File: src/rscm_pkg.sv
`timescale 1ns / 1ps
// ----------------------------------------------------------------------------
// rscm_pkg
// Shared widths, defaults, controller states and command/status bundles.
// ----------------------------------------------------------------------------
package rscm_pkg;

  localparam int VALUE_W          = 16;
  localparam int CFG_W            = 5;
  localparam int MAX_VALUES_DEF   = 64;
  localparam int MAX_CLUSTERS_DEF = 16;
  localparam logic [CFG_W-1:0] CLUSTERS_RESET = 5'd16;

  typedef enum logic [2:0] {
    ST_IDLE,
    ST_SCAN,
    ST_TAIL,
    ST_EVAL,
    ST_NEXT,
    ST_DIV,
    ST_EMIT
  } state_t;

  typedef struct packed {
    logic store;
    logic scan_init;
    logic scan_run;
    logic take_first;
    logic accum;
    logic restart;
    logic div_start;
    logic finish;
  } cmd_t;

  typedef struct packed {
    logic scan_last;
    logic has_cur;
    logic split;
    logic more;
    logic limit_hit;
    logic div_done;
  } sts_t;

endpackage

File: src/rscm_divider.sv
`timescale 1ns / 1ps
// ----------------------------------------------------------------------------
// rscm_divider
// Restoring divider, one quotient bit per cycle, for the cluster mean.
// ----------------------------------------------------------------------------
module rscm_divider #(
  parameter int SUM_W = 22,
  parameter int CNT_W = 7
) (
  input  logic                        clk,
  input  logic                        rst,
  input  logic                        start,
  input  logic [SUM_W-1:0]            dividend,
  input  logic [CNT_W-1:0]            divisor,
  output logic                        done,
  output logic [rscm_pkg::VALUE_W-1:0] quotient
);

  localparam int ITER_W = $clog2(SUM_W + 1);

  logic [ITER_W-1:0] iter;
  logic [SUM_W-1:0]  quo;
  logic [CNT_W-1:0]  rem;
  logic [CNT_W:0]    trial;
  logic              fits;

  assign trial    = {rem, quo[SUM_W-1]};
  assign fits     = trial >= {1'b0, divisor};
  assign quotient = quo[rscm_pkg::VALUE_W-1:0];

  always_ff @(posedge clk) begin
    if (rst) begin
      iter <= '0;
      done <= 1'b0;
    end else begin
      done <= 1'b0;
      if (start) begin
        iter <= ITER_W'(SUM_W);
      end else if (iter != '0) begin
        iter <= iter - 1'b1;
        if (iter == ITER_W'(1)) begin
          done <= 1'b1;
        end
      end
    end
  end

  always_ff @(posedge clk) begin
    if (start) begin
      quo <= dividend;
      rem <= '0;
    end else if (iter != '0) begin
      quo <= {quo[SUM_W-2:0], fits};
      rem <= fits ? CNT_W'(trial - {1'b0, divisor}) : trial[CNT_W-1:0];
    end
  end

endmodule

File: src/rscm_datapath.sv
`timescale 1ns / 1ps
// ----------------------------------------------------------------------------
// rscm_datapath
// Value store, ordered scan for the next key, cluster sums and mean divider.
// ----------------------------------------------------------------------------
module rscm_datapath #(
  parameter int MAX_VALUES   = rscm_pkg::MAX_VALUES_DEF,
  parameter int MAX_CLUSTERS = rscm_pkg::MAX_CLUSTERS_DEF
) (
  input  logic                          clk,
  input  logic                          rst,
  input  rscm_pkg::cmd_t                cmd,
  output rscm_pkg::sts_t                sts,
  input  logic [rscm_pkg::VALUE_W-1:0]  sample_value,
  input  logic                          cfg_valid,
  input  logic [rscm_pkg::CFG_W-1:0]    cfg_data,
  output logic [rscm_pkg::VALUE_W-1:0]  cluster_mean
);

  localparam int VW     = rscm_pkg::VALUE_W;
  localparam int CNT_W  = $clog2(MAX_VALUES + 1);
  localparam int IDX_W  = (MAX_VALUES > 1) ? $clog2(MAX_VALUES) : 1;
  localparam int SUM_W  = $clog2(MAX_VALUES * (2 ** VW - 1) + 1);
  localparam int KEY_W  = VW + IDX_W;
  localparam int EMIT_W = $clog2(MAX_CLUSTERS + 1);

  logic [VW-1:0]     mem [MAX_VALUES];
  logic [CNT_W-1:0]  count;
  logic [IDX_W-1:0]  scan_idx;
  logic [VW-1:0]     rd_data;
  logic [IDX_W-1:0]  rd_idx;
  logic              rd_vld;
  logic [KEY_W-1:0]  best_key;
  logic              found;
  logic [KEY_W-1:0]  cur_key;
  logic              has_cur;
  logic [SUM_W-1:0]  sum;
  logic [CNT_W-1:0]  members;
  logic [CNT_W-1:0]  step;
  logic [EMIT_W-1:0] emitted;
  logic [rscm_pkg::CFG_W-1:0] max_clusters;

  logic [KEY_W-1:0]  cand;
  logic              eligible;
  logic [VW-1:0]     best_val;
  logic [VW-1:0]     cur_val;
  logic [VW:0]       bound;
  logic [EMIT_W-1:0] limit;
  logic              full;

  assign cand     = {rd_data, rd_idx};
  assign eligible = !has_cur || (cand > cur_key);
  assign best_val = best_key[KEY_W-1:IDX_W];
  assign cur_val  = cur_key[KEY_W-1:IDX_W];
  assign bound    = {1'b0, cur_val} + {2'b00, cur_val[VW-1:1]};
  assign full     = count >= CNT_W'(MAX_VALUES);

  always_comb begin
    if (max_clusters == '0 || 32'(max_clusters) > 32'(MAX_CLUSTERS)) begin
      limit = EMIT_W'(MAX_CLUSTERS);
    end else begin
      limit = EMIT_W'(max_clusters);
    end
  end

  assign sts.scan_last = CNT_W'(scan_idx) == (count - 1'b1);
  assign sts.has_cur   = has_cur;
  assign sts.split     = {1'b0, best_val} > bound;
  assign sts.more      = step < count;
  assign sts.limit_hit = ((EMIT_W + 1)'(emitted) + 1'b1) >= (EMIT_W + 1)'(limit);

  always_ff @(posedge clk) begin
    if (cmd.store && !full) begin
      mem[count[IDX_W-1:0]] <= sample_value;
    end
    rd_data <= mem[scan_idx];
    rd_idx  <= scan_idx;
  end

  always_ff @(posedge clk) begin
    if (rst) begin
      max_clusters <= rscm_pkg::CLUSTERS_RESET;
    end else if (cfg_valid) begin
      max_clusters <= cfg_data;
    end
  end

  always_ff @(posedge clk) begin
    if (rst) begin
      count    <= '0;
      scan_idx <= '0;
      rd_vld   <= 1'b0;
      found    <= 1'b0;
      has_cur  <= 1'b0;
      step     <= '0;
      members  <= '0;
      emitted  <= '0;
      sum      <= '0;
    end else begin
      rd_vld <= cmd.scan_run;
      if (cmd.store && !full) begin
        count <= count + 1'b1;
      end
      if (cmd.scan_init) begin
        scan_idx <= '0;
        found    <= 1'b0;
      end else if (cmd.scan_run) begin
        scan_idx <= scan_idx + 1'b1;
      end
      if (rd_vld && eligible && (!found || cand < best_key)) begin
        best_key <= cand;
        found    <= 1'b1;
      end
      if (cmd.take_first) begin
        cur_key <= best_key;
        has_cur <= 1'b1;
        sum     <= SUM_W'(best_val);
        members <= CNT_W'(1);
        step    <= CNT_W'(1);
      end
      if (cmd.accum) begin
        cur_key <= best_key;
        sum     <= sum + SUM_W'(best_val);
        members <= members + 1'b1;
        step    <= step + 1'b1;
      end
      if (cmd.restart) begin
        cur_key <= best_key;
        sum     <= SUM_W'(best_val);
        members <= CNT_W'(1);
        step    <= step + 1'b1;
        emitted <= emitted + 1'b1;
      end
      if (cmd.finish) begin
        count   <= '0;
        has_cur <= 1'b0;
        step    <= '0;
        members <= '0;
        emitted <= '0;
        sum     <= '0;
      end
    end
  end

  rscm_divider #(
    .SUM_W (SUM_W),
    .CNT_W (CNT_W)
  ) u_div (
    .clk      (clk),
    .rst      (rst),
    .start    (cmd.div_start),
    .dividend (sum),
    .divisor  (members),
    .done     (sts.div_done),
    .quotient (cluster_mean)
  );

endmodule

File: src/rscm_ctrl.sv
`timescale 1ns / 1ps
// ----------------------------------------------------------------------------
// rscm_ctrl
// Sequencer for load, ordered walk, cluster split and mean output.
// ----------------------------------------------------------------------------
module rscm_ctrl (
  input  logic           clk,
  input  logic           rst,
  input  logic           start,
  input  logic           last_value,
  input  rscm_pkg::sts_t sts,
  output rscm_pkg::cmd_t cmd,
  output logic           busy,
  output logic           result_valid,
  output logic           last_cluster
);

  rscm_pkg::state_t state, state_next;
  logic             final_mean, final_mean_next;

  always_ff @(posedge clk) begin
    if (rst) begin
      state      <= rscm_pkg::ST_IDLE;
      final_mean <= 1'b0;
    end else begin
      state      <= state_next;
      final_mean <= final_mean_next;
    end
  end

  always_comb begin
    state_next      = state;
    final_mean_next = final_mean;
    cmd             = '0;
    busy            = 1'b1;
    result_valid    = 1'b0;
    last_cluster    = 1'b0;
    case (state)
      rscm_pkg::ST_IDLE: begin
        busy = 1'b0;
        if (start) begin
          cmd.store = 1'b1;
          if (last_value) begin
            cmd.scan_init = 1'b1;
            state_next    = rscm_pkg::ST_SCAN;
          end
        end
      end
      rscm_pkg::ST_SCAN: begin
        cmd.scan_run = 1'b1;
        if (sts.scan_last) begin
          state_next = rscm_pkg::ST_TAIL;
        end
      end
      rscm_pkg::ST_TAIL: begin
        state_next = rscm_pkg::ST_EVAL;
      end
      rscm_pkg::ST_EVAL: begin
        if (!sts.has_cur) begin
          cmd.take_first = 1'b1;
          state_next     = rscm_pkg::ST_NEXT;
        end else if (sts.split) begin
          cmd.div_start   = 1'b1;
          final_mean_next = 1'b0;
          state_next      = rscm_pkg::ST_DIV;
        end else begin
          cmd.accum  = 1'b1;
          state_next = rscm_pkg::ST_NEXT;
        end
      end
      rscm_pkg::ST_NEXT: begin
        if (sts.more) begin
          cmd.scan_init = 1'b1;
          state_next    = rscm_pkg::ST_SCAN;
        end else begin
          cmd.div_start   = 1'b1;
          final_mean_next = 1'b1;
          state_next      = rscm_pkg::ST_DIV;
        end
      end
      rscm_pkg::ST_DIV: begin
        if (sts.div_done) begin
          state_next = rscm_pkg::ST_EMIT;
        end
      end
      rscm_pkg::ST_EMIT: begin
        result_valid = 1'b1;
        if (final_mean || sts.limit_hit) begin
          last_cluster = 1'b1;
          cmd.finish   = 1'b1;
          state_next   = rscm_pkg::ST_IDLE;
        end else begin
          cmd.restart = 1'b1;
          state_next  = rscm_pkg::ST_NEXT;
        end
      end
      default: begin
        state_next = rscm_pkg::ST_IDLE;
      end
    endcase
  end

endmodule

File: src/ratio_step_cluster_means.sv
`timescale 1ns / 1ps
// ----------------------------------------------------------------------------
// ratio_step_cluster_means
// Loads pulse lengths, walks them in ascending order and emits cluster means.
// ----------------------------------------------------------------------------
// Load: one item per cycle while busy is low; an item without last_value
//   leaves busy low.
// After the last item: each walk step scans all N stored values through the
//   store's read port; each mean is worked out in the bit-serial divider.
// Each mean is shown for one cycle on result_valid; the receiver cannot stall.
// Reset: max_clusters returns to 16, counters clear; store contents undefined.
// ----------------------------------------------------------------------------
module ratio_step_cluster_means #(
  parameter int MAX_VALUES   = rscm_pkg::MAX_VALUES_DEF,
  parameter int MAX_CLUSTERS = rscm_pkg::MAX_CLUSTERS_DEF
) (
  input  logic                          clk,
  input  logic                          rst,
  input  logic                          start,
  output logic                          busy,
  input  logic [rscm_pkg::VALUE_W-1:0]  sample_value,
  input  logic                          last_value,
  output logic                          result_valid,
  output logic [rscm_pkg::VALUE_W-1:0]  cluster_mean,
  output logic                          last_cluster,
  input  logic                          cfg_valid,
  output logic                          cfg_ready,
  input  logic [rscm_pkg::CFG_W-1:0]    cfg_data
);

  rscm_pkg::cmd_t cmd;
  rscm_pkg::sts_t sts;

  assign cfg_ready = 1'b1;

  rscm_ctrl u_ctrl (
    .clk          (clk),
    .rst          (rst),
    .start        (start),
    .last_value   (last_value),
    .sts          (sts),
    .cmd          (cmd),
    .busy         (busy),
    .result_valid (result_valid),
    .last_cluster (last_cluster)
  );

  rscm_datapath #(
    .MAX_VALUES   (MAX_VALUES),
    .MAX_CLUSTERS (MAX_CLUSTERS)
  ) u_dp (
    .clk          (clk),
    .rst          (rst),
    .cmd          (cmd),
    .sts          (sts),
    .sample_value (sample_value),
    .cfg_valid    (cfg_valid && cfg_ready),
    .cfg_data     (cfg_data),
    .cluster_mean (cluster_mean)
  );

endmodule

File: config.mk
export PLATFORM = sky130hd
export DESIGN_NAME = ratio_step_cluster_means
export DESIGN_NICKNAME = d
export VERILOG_FILES = /design/src/rscm_pkg.sv /design/src/rscm_divider.sv /design/src/rscm_datapath.sv /design/src/rscm_ctrl.sv /design/src/ratio_step_cluster_means.sv
export SDC_FILE = /design/constraint.sdc
export NUM_CORES = 2
export LEC_CHECK = 0
export ABC_AREA = 1
export BUFFER_PORTS_ARGS = -buffer_cell sky130_fd_sc_hd__clkbuf_2
export CAP_MARGIN = 5
export CORE_MARGIN = 2
export CORE_UTILIZATION = 25
export CTS_CLUSTER_SIZE = 16
export DETAILED_ROUTE_END_ITERATION = 6
export PLACE_DENSITY = 0.41
export SYNTH_ARGS = -nofsm -noshare
export SYNTH_HDL_FRONTEND = slang
export SYNTH_SLANG_ARGS = --single-unit
File: constraint.sdc
create_clock -name clk -period 4.1 [get_ports clk]
set_input_delay 0.82 -clock clk [delete_from_list [all_inputs] [get_ports clk]]
set_output_delay 0.82 -clock clk [all_outputs]
set_load 0.03 [all_outputs]
==> Flow_metrics.wiki <==
{| class="wikitable"
! Metric !! Value
|-
| Result of the run || complete, no violations
|-
| Time the final worst path needs with I/O delays and setup || 3.87 ns
|-
| Area of the die || 0.205 mm^2
|-
| Standby leakage power || 20.0 nW
|-
| Hold Worst Slack || 0.260 ns
|-
| Buffers from clock root to sink, at most || 3
|-
| Layout fillers || 20319
|-
| Count of endpoints failing setup in the final report || 0
|-
| Initial cell density of the core || 25.2%
|-
| Number of rows created at floorplan || 164
|-
| HP Start || cfg_data[4]
|-
| Critical path class || reg2out
|-
| Number of vias after detailed routing || 33501
|-
| Vias in the first global route || 32459
|-
| Number of optimization iterations in the first detailed-route pass || 5
|-
| Kind of capture point of the worst setup path || output pin
|-
| Number of clock buffers inserted by TritonCTS || 138
|-
| Max-cap violations || 0
|-
| Top FF cell, synth || sky130_fd_sc_hd__edfxtp_1
|-
| Final count of pins violating max slew || 0
|-
| Top library cells by usage in the layout, fill and taps aside || sky130_fd_sc_hd__edfxtp_1 (1090), sky130_fd_sc_hd__nor2_1 (664), sky130_fd_sc_hd__o21ai_0 (546), sky130_fd_sc_hd__nand2_1 (423), sky130_fd_sc_hd__inv_1 (164)
|-
| Congestion Overflow GR || 0
|-
| Routability congestion estimate || 0.800
|-
| Clock slew at the register clock pins of the worst setup and hold paths || 0.06 ns
|-
| Netlist area before placement || 0.0502 mm^2
|-
| Per-cell via count in the routed design || 4.72
|-
| Most common cell after layout, fill and taps aside || sky130_fd_sc_hd__edfxtp_1
|-
| Clock root buffer || sky130_fd_sc_hd__clkbuf_16
|-
| Worst Path Required || 3.28 ns
|-
| Worst reg2reg setup slack || 0.31 ns
|-
| H-tree levels || 4
|-
| Crit share post-route || 94.4%
|-
| Top cells by area, synth || sky130_fd_sc_hd__edfxtp_1 (65%), sky130_fd_sc_hd__o21ai_0 (5.4%), sky130_fd_sc_hd__nor2_1 (5.2%), sky130_fd_sc_hd__dfxtp_1 (4.0%), sky130_fd_sc_hd__nand2_1 (3.2%)
|-
| Routed Antenna Nets || 0
|-
| Area leader, netlist || sky130_fd_sc_hd__edfxtp_1
|-
| Number of antenna violations at the first check in global routing || 10
|-
| Class of the tightest hold or removal check || in2reg
|-
| Distinct cells, synth || 52
|-
| Post-Synthesis Net Count || 4379
|-
| CTS tree || built
|-
| Transition at the pin with the smallest max-transition slack || 1.23 ns
|-
| First-pass GRT wire length || 232 mm
|-
| Die height || 452 um
|-
| Reg2reg path depth || 29
|-
| Highest fanout seen on the critical path || 2
|-
| Crit path launch type || flip-flop
|-
| Critical R2R Capture || u_dp.cur_key[12]
|-
| Number of flops mapped to enable cells by yosys || 1090
|-
| Post-synthesis cell count || 4231
|-
| Signal arrival time at the worst endpoint || 3.05 ns
|-
| Number of nets in the layout || 4482
|-
| I/O Buffers || 44
|-
| Worst-case clock skew || 0.0352 ns
|-
| Power density cells || 557 mW/mm^2
|-
| Routed WL per cell || 22.6 um
|-
| Fraction of the yosys area taken by sequential cells || 69.2%
|-
| DRC violation total after the first TritonRoute iteration || 2767
|-
| Sinks on the clock net || 1191
|-
| Area overhead of the layout relative to synthesis || 17.5%
|-
| Worst IR Drop VDD || 0.629 mV
|-
| Worst-case hold path end point || u_dp.max_clusters[4]
|-
| Cells on Worst Hold Path || 3
|-
| Maximum number of pins on one net before global-route repair || 146
|-
| Syn Area/Cell || 11.9 um^2
|-
| Proportion of netlist area held by the largest area contributor || 65.1%
|-
| Count of yosys warnings during synthesis || 0
|-
| Share of synthesized registers carrying an async set or reset || 0%
|-
| All-layer global routing usage || 15.4%
|-
| Fmax || 258 MHz
|-
| Yosys reg bits || 1191
|-
| Placed wire-length estimate || 94.8 mm
|-
| Io pins || 46
|-
| Clock latency on the worst-skew pair || 0.79 ns
|-
| Final Routed Wirelength || 161 mm
|-
| DP Worst Slack || 0.0342 ns
|-
| Number of hold violations in the final report || 0
|-
| DRC violation count after routing || 0
|-
| Horizontal die dimension || 452 um
|-
| Start of the worst register-to-register path || u_dp.cur_key[8]
|-
| Layout cells sized above 1 || 11.2%
|-
| Max-slew headroom at the worst pin || 17.7%
|-
| Final worst setup slack || 0.228 ns
|-
| Area of the core || 0.200 mm^2
|}
[cell usage after synthesis, types with 2 or more instances]
master,number
sky130_fd_sc_hd__edfxtp_1,1090
sky130_fd_sc_hd__nor2_1,697
sky130_fd_sc_hd__o21ai_0,546
sky130_fd_sc_hd__nand2_1,428
sky130_fd_sc_hd__clkbuf_1,193
sky130_fd_sc_hd__inv_1,169
sky130_fd_sc_hd__o22ai_1,160
sky130_fd_sc_hd__nand3_1,151
sky130_fd_sc_hd__ha_1,119
sky130_fd_sc_hd__a21oi_1,118
sky130_fd_sc_hd__dfxtp_1,101
sky130_fd_sc_hd__o221ai_1,98
sky130_fd_sc_hd__nand4_1,73
sky130_fd_sc_hd__buf_2,40
sky130_fd_sc_hd__o211ai_1,39
sky130_fd_sc_hd__xor2_1,38
sky130_fd_sc_hd__o21ai_1,31
sky130_fd_sc_hd__xnor2_1,19
sky130_fd_sc_hd__nor3_1,18
sky130_fd_sc_hd__buf_4,17
sky130_fd_sc_hd__a31oi_1,9
sky130_fd_sc_hd__inv_2,9
sky130_fd_sc_hd__buf_6,7
sky130_fd_sc_hd__a21o_1,5
sky130_fd_sc_hd__a21oi_2,5
sky130_fd_sc_hd__buf_1,4
sky130_fd_sc_hd__clkinv_1,4
sky130_fd_sc_hd__nand2_2,4
sky130_fd_sc_hd__o21bai_1,4
sky130_fd_sc_hd__fa_1,3
sky130_fd_sc_hd__nor4_1,3
sky130_fd_sc_hd__a21boi_0,2
sky130_fd_sc_hd__a21boi_1,2
sky130_fd_sc_hd__a22o_1,2
sky130_fd_sc_hd__nand3b_1,2
sky130_fd_sc_hd__nor2_4,2
sky130_fd_sc_hd__nor3_2,2
sky130_fd_sc_hd__o21a_1,2
sky130_fd_sc_hd__or2_1,2
[per-stage QoR]
step / setup TNS [ns] / total power [mW] / instance area (um^2) / utilization, % / std cells
CTS: 0 / 33.3 / 58900 / 29.5 / 7092
finish: 0 / 32.9 / 59000 / 29.6 / 7103
global placement: 0 / 21.0 / 54400 / 27.2 / 6844
detailed placement: 0 / 21.0 / 54400 / 27.2 / 6844
floorplan: 0 / 18.3 / 50300 / - / 4231
global route: -0.244 / 34.4 / 59000 / 29.6 / 7099
[worst max-delay path by stage]
stage                          from                  to  slack [ns]  depth (start not counted)
3_5_place_dp        u_dp.cur_key[9]  u_dp.u_div.quo[11]        0.03                         26
2_1_floorplan       u_dp.cur_key[8]     u_dp.cur_key[0]        0.02                         26
5_1_grt             u_dp.cur_key[8]    u_dp.cur_key[11]       -0.02                         29
3_3_place_gp        u_dp.cur_key[9]  u_dp.u_div.quo[12]        0.04                         26
6_report       u_dp.max_clusters[0]        last_cluster        0.23                         14
4_1_cts        u_dp.max_clusters[0]        last_cluster        0.04                         14
[where the power goes]
group	internal, mW	switching (mW)	total [mW]	leakage, nW
logic	1.92	4.59	6.50	7.20
clock network	7.06	5.18	12.2	2.18
registers	13.8	0.358	14.1	10.7
total	22.7	10.1	32.9	20.0
[critical path: stages (launching register included)]
cell	delay (ns)
sky130_fd_sc_hd__dfxtp_1	0.31
sky130_fd_sc_hd__or4_1	0.52
sky130_fd_sc_hd__ha_1	0.28
sky130_fd_sc_hd__inv_1	0.06
sky130_fd_sc_hd__nand2_1	0.05
sky130_fd_sc_hd__ha_1	0.28
sky130_fd_sc_hd__o21ai_1	0.08
sky130_fd_sc_hd__a21boi_1	0.08
sky130_fd_sc_hd__o21ai_1	0.11
sky130_fd_sc_hd__nand2_1	0.07
sky130_fd_sc_hd__nand2_1	0.08
sky130_fd_sc_hd__nand3_1	0.07
sky130_fd_sc_hd__nand2_1	0.07
sky130_fd_sc_hd__inv_2	0.05
sky130_fd_sc_hd__buf_4	0.16
[cells by family (layout without fill, tap and decap cells)]
family | count (synthesis) | count (layout) | share of synthesized area, %
AOI/OAI and AO/OA | 1027 | 1027 | 11.7
xor gates and xnor gates | 57 | 57 | 0.994
adders and majority gates | 122 | 122 | 3.08
buffers and inverters | 443 | 654 | 3.64
DFF | 1191 | 1191 | 69.2
other | 1 | 6 | 0.00746
and+or+nand+nor | 1390 | 1390 | 11.4
[area by class of cell]
cell class	count	area, um^2	share of cell area [%]
Antenna cell	5	12.5	0.0212
Clock buffer	181	3740	6.33
Clock inverter	67	737	1.25
Inverter	182	698	1.18
Multi-Input combinational cell	2597	13800	23.4
Sequential cell	1191	34800	58.9
Tap cell	2656	3320	5.63
Timing Repair Buffer	224	1950	3.31
[flip-flops by register name, indices dropped and copies added (netlist names), 3 cells and up]
signal	cells
u_ctrl.state	3
u_dp.count	7
u_dp.cur_key	22
u_dp.scan_idx	6
u_dp.u_div.iter	5
u_dp.u_div.rem	7
u_dp.rd_idx	6
u_dp.mem	1024
u_dp.sum	22
u_dp.rd_data	16
u_dp.best_key	22
u_dp.emitted	5
u_dp.step	7
u_dp.members	7
u_dp.u_div.quo	22
u_dp.max_clusters	5
[metal layers]
| metal | track usage, % | vias up | wire (um) |
|---|---|---|---|
| met4 | 4.56 | 2 | 4250 |
| met3 | 2.05 | 219 | 6350 |
| met5 | 0 | - | 20 |
| met2 | 24.8 | 691 | 74400 |
| li1 | - | 15642 | - |
| met1 | 21.6 | 16947 | 75800 |
[what timing repair did]
item | 4_1_cts | 5_1_grt
hold buffers | 0 | 0
endpoints found under the setup margin | 18 | 113
resized for setup | 1 | 23
cloned | 0 | 3
buffers inserted | 0 | 3
pin swaps | 0 | 4
Power figures use the tool's default switching activity.
